<file path="src/rtl/cvs_pkg.sv">
// Shared types, widths and codes of the cyclic voltammetry sweep generator.
// Used by cvs_step, cyclic_voltammetry_sweep and cvs_checker; depends on nothing.
package cvs_pkg;

    // Field widths.
    localparam int POT_W      = 17;
    localparam int SAMPLE_W   = 12;
    localparam int STEP_W     = 16;
    localparam int CYCLE_W    = 8;
    localparam int PERIOD_W   = 16;
    localparam int COUNT_W    = 32;
    localparam int APB_DATA_W = 32;
    localparam int APB_ADDR_W = 5;
    localparam int REG_IDX_W  = 3;

    // Input beat layout: voltage then current, padded to whole bytes.
    localparam int S_OFF_VOLT  = 0;
    localparam int S_OFF_CURR  = SAMPLE_W;
    localparam int S_DATA_BITS = 2 * SAMPLE_W;
    localparam int S_TDATA_W   = ((S_DATA_BITS + 7) / 8) * 8;

    // Result beat layout, lowest field first, padded to whole bytes.
    localparam int M_OFF_SETPOINT = 0;
    localparam int M_OFF_INDEX    = POT_W;
    localparam int M_OFF_TIME     = M_OFF_INDEX + COUNT_W;
    localparam int M_OFF_VOLT     = M_OFF_TIME + COUNT_W;
    localparam int M_OFF_CURR     = M_OFF_VOLT + SAMPLE_W;
    localparam int M_DATA_BITS    = M_OFF_CURR + SAMPLE_W;
    localparam int M_TDATA_W      = ((M_DATA_BITS + 7) / 8) * 8;

    // Command codes carried in s_tuser.
    localparam logic CMD_START = 1'b0;
    localparam logic CMD_TICK  = 1'b1;

    // Register indexes on the configuration port.
    localparam logic [REG_IDX_W-1:0] REG_BEGIN  = 3'd0;
    localparam logic [REG_IDX_W-1:0] REG_VERTEX1 = 3'd1;
    localparam logic [REG_IDX_W-1:0] REG_VERTEX2 = 3'd2;
    localparam logic [REG_IDX_W-1:0] REG_STEP   = 3'd3;
    localparam logic [REG_IDX_W-1:0] REG_CYCLES = 3'd4;
    localparam logic [REG_IDX_W-1:0] REG_PERIOD = 3'd5;

    // Target selector codes; the spare code behaves as the begin target.
    localparam logic [1:0] SEL_VERTEX1 = 2'd0;
    localparam logic [1:0] SEL_VERTEX2 = 2'd1;
    localparam logic [1:0] SEL_BEGIN   = 2'd2;

    // Sweep shape registers as seen by the step logic.
    typedef struct packed {
        logic [POT_W-1:0]   begin_pot;
        logic [POT_W-1:0]   vertex1;
        logic [POT_W-1:0]   vertex2;
        logic [STEP_W-1:0]  step;
        logic [CYCLE_W-1:0] cycle_total;
    } cvs_cfg_t;

    // Sweep position carried from one tick to the next.
    typedef struct packed {
        logic [POT_W-1:0]   setpoint;
        logic [1:0]         sel;
        logic               going_up;
        logic [CYCLE_W-1:0] cycle_index;
    } cvs_sweep_t;

endpackage

</file>
<file path="src/rtl/cyclic_voltammetry_sweep.sv">
// Triangular potential sweep generator: register file, sweep state and result register.
// Depends on cvs_pkg and cvs_step.
//
//  Port group  Direction  Carries
//  s_*         in         one beat per command: start, or tick with voltage and current
//  m_*         out        one beat per command: setpoint, point data, finished flag
//  p*          in/out     APB register access, six registers at byte addresses 0 to 20
//
// Every accepted beat yields its result beat in the next cycle; one beat per cycle is
// sustained while m_tready is high. The single pass through the target chain, step
// adder and 16x32 time multiplier sits between the accepted beat and the result register.
// s_tready stays high while the result register is empty or being emptied, so a
// stalled m_tready holds back the input after one beat. Reset is synchronous.
module cyclic_voltammetry_sweep (
    input  logic                               aclk,
    input  logic                               aresetn,
    // APB configuration port
    input  logic                               psel,
    input  logic                               penable,
    input  logic                               pwrite,
    input  logic [cvs_pkg::APB_ADDR_W-1:0]     paddr,
    input  logic [cvs_pkg::APB_DATA_W-1:0]     pwdata,
    output logic [cvs_pkg::APB_DATA_W-1:0]     prdata,
    output logic                               pready,
    // Input stream
    input  logic                               s_tvalid,
    output logic                               s_tready,
    input  logic [cvs_pkg::S_TDATA_W-1:0]      s_tdata,   // voltage_sample, current_sample
    input  logic [0:0]                         s_tuser,   // command
    // Result stream
    output logic                               m_tvalid,
    input  logic                               m_tready,
    output logic [cvs_pkg::M_TDATA_W-1:0]      m_tdata,   // setpoint, point_index, time_ms,
                                                          // voltage_out, current_out
    output logic [0:0]                         m_tuser,   // sample_valid
    output logic                               m_tlast    // finished
);
    import cvs_pkg::*;

    localparam int PROD_W = PERIOD_W + COUNT_W;

    // Configuration registers.
    logic [POT_W-1:0]      begin_pot_reg;
    logic [POT_W-1:0]      vertex1_reg;
    logic [POT_W-1:0]      vertex2_reg;
    logic [STEP_W-1:0]     step_reg;
    logic [CYCLE_W-1:0]    cycle_total_reg;
    logic [PERIOD_W-1:0]   period_reg;

    // Sweep state.
    cvs_sweep_t            sweep_reg;
    cvs_sweep_t            sweep_next;
    logic [COUNT_W-1:0]    point_count_reg;
    logic [COUNT_W-1:0]    point_count_next;
    logic                  running_reg;
    logic                  running_next;

    // Result register.
    logic                  m_tvalid_reg;
    logic [M_TDATA_W-1:0]  m_tdata_reg;
    logic [M_TDATA_W-1:0]  m_tdata_next;
    logic                  m_tuser_reg;
    logic                  m_tuser_next;
    logic                  m_tlast_reg;
    logic                  m_tlast_next;

    logic                  cfg_write;
    logic [REG_IDX_W-1:0]  reg_idx;
    logic                  s_accept;
    cvs_cfg_t              cfg;
    cvs_sweep_t            tick_sweep;
    logic                  tick_finish;
    logic [PROD_W-1:0]     time_prod;
    logic [COUNT_W-1:0]    time_sat;
    logic [SAMPLE_W-1:0]   voltage_in;
    logic [SAMPLE_W-1:0]   current_in;

    assign pready    = 1'b1;
    assign reg_idx   = paddr[APB_ADDR_W-1:2];
    assign cfg_write = psel && penable && pwrite && pready;

    // Register writes.
    always_ff @(posedge aclk) begin
        if (!aresetn) begin
            begin_pot_reg   <= '0;
            vertex1_reg     <= '0;
            vertex2_reg     <= '0;
            step_reg        <= STEP_W'(100);
            cycle_total_reg <= CYCLE_W'(1);
            period_reg      <= PERIOD_W'(100);
        end else if (cfg_write) begin
            case (reg_idx)
                REG_BEGIN:   begin_pot_reg   <= pwdata[POT_W-1:0];
                REG_VERTEX1: vertex1_reg     <= pwdata[POT_W-1:0];
                REG_VERTEX2: vertex2_reg     <= pwdata[POT_W-1:0];
                REG_STEP:    step_reg        <= pwdata[STEP_W-1:0];
                REG_CYCLES:  cycle_total_reg <= pwdata[CYCLE_W-1:0];
                REG_PERIOD:  period_reg      <= pwdata[PERIOD_W-1:0];
                default: begin
                end
            endcase
        end
    end

    // Register reads, zero-extended.
    always_comb begin
        prdata = '0;
        case (reg_idx)
            REG_BEGIN:   prdata[POT_W-1:0]    = begin_pot_reg;
            REG_VERTEX1: prdata[POT_W-1:0]    = vertex1_reg;
            REG_VERTEX2: prdata[POT_W-1:0]    = vertex2_reg;
            REG_STEP:    prdata[STEP_W-1:0]   = step_reg;
            REG_CYCLES:  prdata[CYCLE_W-1:0]  = cycle_total_reg;
            REG_PERIOD:  prdata[PERIOD_W-1:0] = period_reg;
            default:     prdata = '0;
        endcase
    end

    assign cfg.begin_pot   = begin_pot_reg;
    assign cfg.vertex1     = vertex1_reg;
    assign cfg.vertex2     = vertex2_reg;
    assign cfg.step        = step_reg;
    assign cfg.cycle_total = cycle_total_reg;

    cvs_step u_step (
        .cfg       (cfg),
        .sweep_cur (sweep_reg),
        .sweep_nxt (tick_sweep),
        .finish    (tick_finish)
    );

    // Elapsed time of the point, saturating at the counter range.
    assign time_prod = period_reg * point_count_reg;
    assign time_sat  = (|time_prod[PROD_W-1:COUNT_W]) ? '1 : time_prod[COUNT_W-1:0];

    assign voltage_in = s_tdata[S_OFF_VOLT +: SAMPLE_W];
    assign current_in = s_tdata[S_OFF_CURR +: SAMPLE_W];

    // A beat is taken whenever the result register is free or being emptied.
    assign s_tready = !m_tvalid_reg || m_tready;
    assign s_accept = s_tvalid && s_tready;

    // Next sweep state and result beat for the beat on the input.
    always_comb begin
        sweep_next       = sweep_reg;
        point_count_next = point_count_reg;
        running_next     = running_reg;
        m_tdata_next     = '0;
        m_tuser_next     = 1'b0;
        m_tlast_next     = 1'b0;
        m_tdata_next[M_OFF_SETPOINT +: POT_W] = sweep_reg.setpoint;

        if (s_tuser[0] == CMD_START) begin
            sweep_next.setpoint    = begin_pot_reg;
            sweep_next.sel         = SEL_VERTEX1;
            sweep_next.going_up    = ($signed(vertex1_reg) > $signed(vertex2_reg));
            sweep_next.cycle_index = CYCLE_W'(1);
            point_count_next       = '0;
            running_next           = 1'b1;
            m_tdata_next[M_OFF_SETPOINT +: POT_W] = begin_pot_reg;
        end else if (running_reg) begin
            sweep_next       = tick_sweep;
            point_count_next = point_count_reg + 1'b1;
            running_next     = !tick_finish;
            m_tuser_next     = 1'b1;
            m_tlast_next     = tick_finish;
            m_tdata_next[M_OFF_SETPOINT +: POT_W]  = tick_sweep.setpoint;
            m_tdata_next[M_OFF_INDEX +: COUNT_W]   = point_count_reg;
            m_tdata_next[M_OFF_TIME +: COUNT_W]    = time_sat;
            m_tdata_next[M_OFF_VOLT +: SAMPLE_W]   = voltage_in;
            m_tdata_next[M_OFF_CURR +: SAMPLE_W]   = current_in;
        end
    end

    // Sweep state update on each accepted beat.
    always_ff @(posedge aclk) begin
        if (!aresetn) begin
            sweep_reg.setpoint    <= '0;
            sweep_reg.sel         <= SEL_VERTEX1;
            sweep_reg.going_up    <= 1'b0;
            sweep_reg.cycle_index <= CYCLE_W'(1);
            point_count_reg       <= '0;
            running_reg           <= 1'b0;
        end else if (s_accept) begin
            sweep_reg       <= sweep_next;
            point_count_reg <= point_count_next;
            running_reg     <= running_next;
        end
    end

    // Result register valid flag.
    always_ff @(posedge aclk) begin
        if (!aresetn) begin
            m_tvalid_reg <= 1'b0;
        end else if (s_accept) begin
            m_tvalid_reg <= 1'b1;
        end else if (m_tready) begin
            m_tvalid_reg <= 1'b0;
        end
    end

    // Result register payload.
    always_ff @(posedge aclk) begin
        if (s_accept) begin
            m_tdata_reg <= m_tdata_next;
            m_tuser_reg <= m_tuser_next;
            m_tlast_reg <= m_tlast_next;
        end
    end

    assign m_tvalid   = m_tvalid_reg;
    assign m_tdata    = m_tdata_reg;
    assign m_tuser[0] = m_tuser_reg;
    assign m_tlast    = m_tlast_reg;

endmodule

</file>
<file path="src/rtl/cvs_step.sv">
// Next sweep position for one tick: target changes, direction, cycle count and clamped step.
// Depends on cvs_pkg.
module cvs_step (
    input  cvs_pkg::cvs_cfg_t   cfg,
    input  cvs_pkg::cvs_sweep_t sweep_cur,
    output cvs_pkg::cvs_sweep_t sweep_nxt,
    output logic                finish
);
    import cvs_pkg::*;

    localparam int EXT_W = ((POT_W > STEP_W) ? POT_W : STEP_W) + 2;

    localparam logic signed [EXT_W-1:0] POT_MAX_X =
        {{(EXT_W - POT_W + 1){1'b0}}, {(POT_W - 1){1'b1}}};
    localparam logic signed [EXT_W-1:0] POT_MIN_X =
        {{(EXT_W - POT_W + 1){1'b1}}, {(POT_W - 1){1'b0}}};

    logic                     eq_v1;
    logic                     eq_v2;
    logic                     eq_begin;
    logic                     at_last_cycle;
    logic                     do_step;
    logic                     enter_begin;
    logic                     up_begin;
    logic [1:0]               sel_begin;
    logic [POT_W-1:0]         target;
    logic signed [EXT_W-1:0]  cur_x;
    logic signed [EXT_W-1:0]  tgt_x;
    logic signed [EXT_W-1:0]  step_x;
    logic signed [EXT_W-1:0]  moved_x;
    logic signed [EXT_W-1:0]  bounded_x;

    // Exact matches against the three turning potentials.
    assign eq_v1         = (sweep_cur.setpoint == cfg.vertex1);
    assign eq_v2         = (sweep_cur.setpoint == cfg.vertex2);
    assign eq_begin      = (sweep_cur.setpoint == cfg.begin_pot);
    assign at_last_cycle = (sweep_cur.cycle_index >= cfg.cycle_total);

    // Walk the target chain in closed form. Coinciding targets are passed in one tick;
    // when all three coincide the sweep skips its remaining cycles and finishes at once.
    always_comb begin
        sweep_nxt   = sweep_cur;
        finish      = 1'b0;
        do_step     = 1'b0;
        enter_begin = 1'b0;
        up_begin    = sweep_cur.going_up;
        target      = cfg.vertex1;
        sel_begin   = SEL_BEGIN;

        case (sweep_cur.sel)
            SEL_VERTEX1: begin
                if (!eq_v1) begin
                    do_step = 1'b1;
                    target  = cfg.vertex1;
                end else if (!eq_v2) begin
                    sweep_nxt.sel      = SEL_VERTEX2;
                    sweep_nxt.going_up = ~sweep_cur.going_up;
                    do_step            = 1'b1;
                    target             = cfg.vertex2;
                end else begin
                    enter_begin = 1'b1;
                    up_begin    = sweep_cur.going_up;
                end
            end
            SEL_VERTEX2: begin
                if (!eq_v2) begin
                    do_step = 1'b1;
                    target  = cfg.vertex2;
                end else begin
                    enter_begin = 1'b1;
                    up_begin    = ~sweep_cur.going_up;
                end
            end
            default: begin
                enter_begin = 1'b1;
                up_begin    = sweep_cur.going_up;
                sel_begin   = sweep_cur.sel;
            end
        endcase

        // Heading for, or sitting on, the begin potential.
        if (enter_begin) begin
            sweep_nxt.sel      = sel_begin;
            sweep_nxt.going_up = up_begin;
            if (!eq_begin) begin
                do_step = 1'b1;
                target  = cfg.begin_pot;
            end else if (at_last_cycle) begin
                finish = 1'b1;
            end else begin
                sweep_nxt.cycle_index = sweep_cur.cycle_index + 1'b1;
                if (!eq_v1) begin
                    sweep_nxt.sel = SEL_VERTEX1;
                    do_step       = 1'b1;
                    target        = cfg.vertex1;
                end else if (!eq_v2) begin
                    sweep_nxt.sel      = SEL_VERTEX2;
                    sweep_nxt.going_up = ~up_begin;
                    do_step            = 1'b1;
                    target             = cfg.vertex2;
                end else begin
                    sweep_nxt.sel         = SEL_BEGIN;
                    sweep_nxt.cycle_index = cfg.cycle_total;
                    finish                = 1'b1;
                end
            end
        end

        // One step toward the target, stopping on it and saturating at the code range.
        cur_x   = EXT_W'($signed(sweep_cur.setpoint));
        tgt_x   = EXT_W'($signed(target));
        step_x  = EXT_W'($signed({1'b0, cfg.step}));
        moved_x = sweep_nxt.going_up ? (cur_x + step_x) : (cur_x - step_x);
        bounded_x = moved_x;
        if (sweep_nxt.going_up ? (moved_x > tgt_x) : (moved_x < tgt_x)) begin
            bounded_x = tgt_x;
        end
        if (bounded_x > POT_MAX_X) begin
            bounded_x = POT_MAX_X;
        end
        if (bounded_x < POT_MIN_X) begin
            bounded_x = POT_MIN_X;
        end
        if (do_step) begin
            sweep_nxt.setpoint = bounded_x[POT_W-1:0];
        end
    end

endmodule

</file>
<file path="config.mk">
export PLATFORM = sky130hd
export DESIGN_NAME = cyclic_voltammetry_sweep
export DESIGN_NICKNAME = d
export VERILOG_FILES = /design/src/rtl/cvs_pkg.sv /design/src/rtl/cyclic_voltammetry_sweep.sv /design/src/rtl/cvs_step.sv
export SDC_FILE = /design/constraint.sdc
export NUM_CORES = 2
export LEC_CHECK = 0
export ABC_CLOCK_PERIOD_IN_PS = 21600
export BUFFER_PORTS_ARGS = -buffer_cell sky130_fd_sc_hd__buf_2
export CAP_MARGIN = 20
export CELL_PAD_IN_SITES_DETAIL_PLACEMENT = 1
export CELL_PAD_IN_SITES_GLOBAL_PLACEMENT = 1
export CORE_MARGIN = 2
export CORE_UTILIZATION = 49
export DETAILED_ROUTE_END_ITERATION = 12
export GPL_TIMING_DRIVEN = 0
export PLACE_DENSITY = 0.83
export SLEW_MARGIN = 20
export SYNTH_ARGS = -nofsm -noshare
export SYNTH_HDL_FRONTEND = slang
export SYNTH_SLANG_ARGS = --single-unit
</file>
<file path="constraint.sdc">
create_clock -name aclk -period 21.6 [get_ports aclk]
set_input_delay 1.08 -clock aclk [delete_from_list [all_inputs] [get_ports aclk]]
set_output_delay 1.08 -clock aclk [all_outputs]
set_load 0.02 [all_outputs]
</file>
==> impl_results.md <==
* Crit-path slowest cell: nor4_2
* DRT antenna net count at 0
* Hold_buf cts at 0
* Clock skew at 38.6 ps
* Max Cap Violations at 0
* Number of global-route vias before repair at ~31000
* CTS tree: yes
* Total Wirelength at 118 mm
* Critical Path AT at 10520 ps
* Vias at around 29000
* Crit path kind: reg2reg
* Buf/Inv on CP at 9
* Startpoint class of the critical path: flip-flop
* First-pass GRT wire length at approximately 180 mm
* RSZ-0062 raised after global routing: no
* Cells after Synth at approximately 3700
* Largest net degree at the start of global routing at 67
* CTS resizes at 0
* Grt ovf at 0
* CORE AREA at between 60000 and 70000 µm²
* Tmin final at around 10000 ps
* Post-synth top area share at 26.2%
* Worst slew pin tran at 1160 ps
* Post-synth cell types at 91
* Clk pin slew, worst setup/hold paths at approximately 60 ps
* Worst Hold Path Cells at 2
* Pwr Total at 0.00366 W
* Leak Pwr at approximately 15 nW
* Largest register FFs at 105
* Avg Synthesized Cell Area at 8.60 µm²
* Die Wd at 260 µm
* EDFF count, synth at 107
* Final net count at 4632
* Family with the most delay on the worst path: adder cells
* DR iter-0 viols at 2682
* Layout cells sized above 1 at 8.20%
* Worst Path Required at 21870 ps
* R2R cell count at 27
* Drt first pass iters at 5
* H-tree levels at 2
* Final setup fails at 0
* Fin crit share at 47.5%
* Largest family of logic cells by synthesized area: adder cells
* Final HPWL DP at 94.2 mm
* Final Max Tran Viols at 0
* Die height at ~260 µm
* Ports at 218
* Largest cells by area after synthesis: fa_1 (26%), edfxtp_1 (10%), dfxtp_1 (9.5%)
* Synthesized-area fraction occupied by and/or/nand/nor cells at about 20%
* Synth Area in XOR/XNOR at 4.01%
* Row count at 93
* IR drop worst, VDD at 0.189 mV
* Via density at between 5 and 6
* Max Clock Freq at 97.6 MHz
* Hold Crit Class: reg2reg
* Max-slew headroom at between 20 and 25%
* Mux cell area share after synthesis at 1.94%
* Later-pin clock latency in the skew report at 580 ps
* TritonCTS Sinks at 260
* Mapped cell area at between 30000 and 40000 µm²
* Setup ws final at roughly 11000 ps
* Port Buf Inserts at 175
* Adder-cell share of the synthesized area at 33.3%
* YS warnings at 0
* Post-synth ARST share at 0%
* Die area at 67500 µm²
* Worst Path Max Fanout at 10
* Sequential area share after synthesis at 19.6%
* Commonest non-fill, non-tap cell in the layout: nand2_1
* Power density over cell area at 104 nW/µm²
* GPL Wtd Cong at approximately 1
* Cell taking the most area after synthesis: fa_1
* Crit-path max cell delay at 910 ps
* Initial antenna violation count at 11
* Most used cell, CP: fa_1
* Total CTS buffers at 34
* Seq cells post-synth at 260
* Detailed-route DRC error count at 0
* Compound-Gate Fraction of Synth Area at 12.4%
* Critical Path Sink Type: flip-flop
* Final Hold Viols at 0
* Stages on the worst setup path at 27
* Root Driver: clkbuf_16
* Initial Util at roughly half
* Ys flop type: dfxtp_1
* Max Root-Sink Buffers at 3
* Post-place setup slack at around 12000 ps
* TNS Setup at 0 ps
* Most frequent cells in the layout: nand2_1 (596), inv_1 (483), fa_1 (419)
* Status: finished, final reports clean
* Number of setup buffers added after CTS at 0
* Average wire per standard cell at 24.4 µm
* Gr usage total at around 35%
* Area growth, synth to finish at 9.90%
==> worst paths after layout <==
kind / slack, ps / endpoint / start
setup / recovery: 11350 / m_tdata[53] / point_count_reg[15]
hold / removal: 520 / sweep_reg[7] / sweep_reg[7]
setup reg to reg: 11350 / m_tdata[53] / point_count_reg[15]
hold reg to reg: 520 / sweep_reg[7] / sweep_reg[7]
==> kinds of logic after synthesis <==
kind of cell | count (synthesis)
mux | 53
fa+ha+maj | 603
other cells | 2
flops | 260
compound gates | 599
buf+inv | 753
simple gates | 1313
xor+xnor | 145
==> final cells by class <==
type / instances / area [µm²]
fill: 7808 / 29300
multi-input combinational: 2736 / 22900
sequential: 260 / 6280
inverter: 484 / 1820
buffer: 269 / 1130
tap: 855 / 1070
clock buffer: 46 / 977
timing repair buffer: 176 / 896
clock inverter: 16 / 121
antenna: 6 / 15.0
==> worst min-delay path: cells and delay by family, from the launching register on <==
kind / cells / cell delay (ps)
flip-flops: 1 / 340
AND/OR/NAND/NOR: 1 / 60
AO/OA/AOI/OAI: 1 / 70
==> through the flow <==
| stage | instance area, µm² | hold WS, ps | std cells | utilization [%] |
|---|---|---|---|---|
| global placement | 34100 | 495 | 4779 | 52.8 |
| floorplan | 32200 | 469 | 3749 | - |
| global route | 35200 | 547 | 4843 | 54.6 |
| CTS | 35200 | 519 | 4842 | 54.6 |
| detailed placement | 34100 | 510 | 4780 | 52.9 |
| finish | 35300 | 518 | 4848 | 54.6 |
==> report_power, final <==
group / switching, W / total, W / internal [W]
logic: 0.00164 / 0.00252 / 0.000882
clock network: 0.000247 / 0.000568 / 0.000321
registers: 0.0000230 / 0.000568 / 0.000545
total: 0.00191 / 0.00366 / 0.00175
==> metal layers <==
metal / GRT usage, % / routed length [µm]
met1: 46.2 / 48200
met2: 56.0 / 53400
met3: 7.23 / 9890
met4: 17.9 / 6800
met5: 0 / 7
==> synth_stat cells, drive strengths merged, types with 22 or more instances <==
cell type,n
a21boi,89
a21o,43
a21oi,129
a31oi,31
and2,242
and3,74
buf,50
clkbuf,219
dfxtp,153
edfxtp,107
fa,419
ha,183
inv,484
mux2i,43
nand2,596
nand3,52
nand4,29
nor2,179
nor2b,24
nor3,31
o21ai,126
o22ai,25
or3,22
xnor2,89
xor2,55
(Power assumes the default switching activity.)
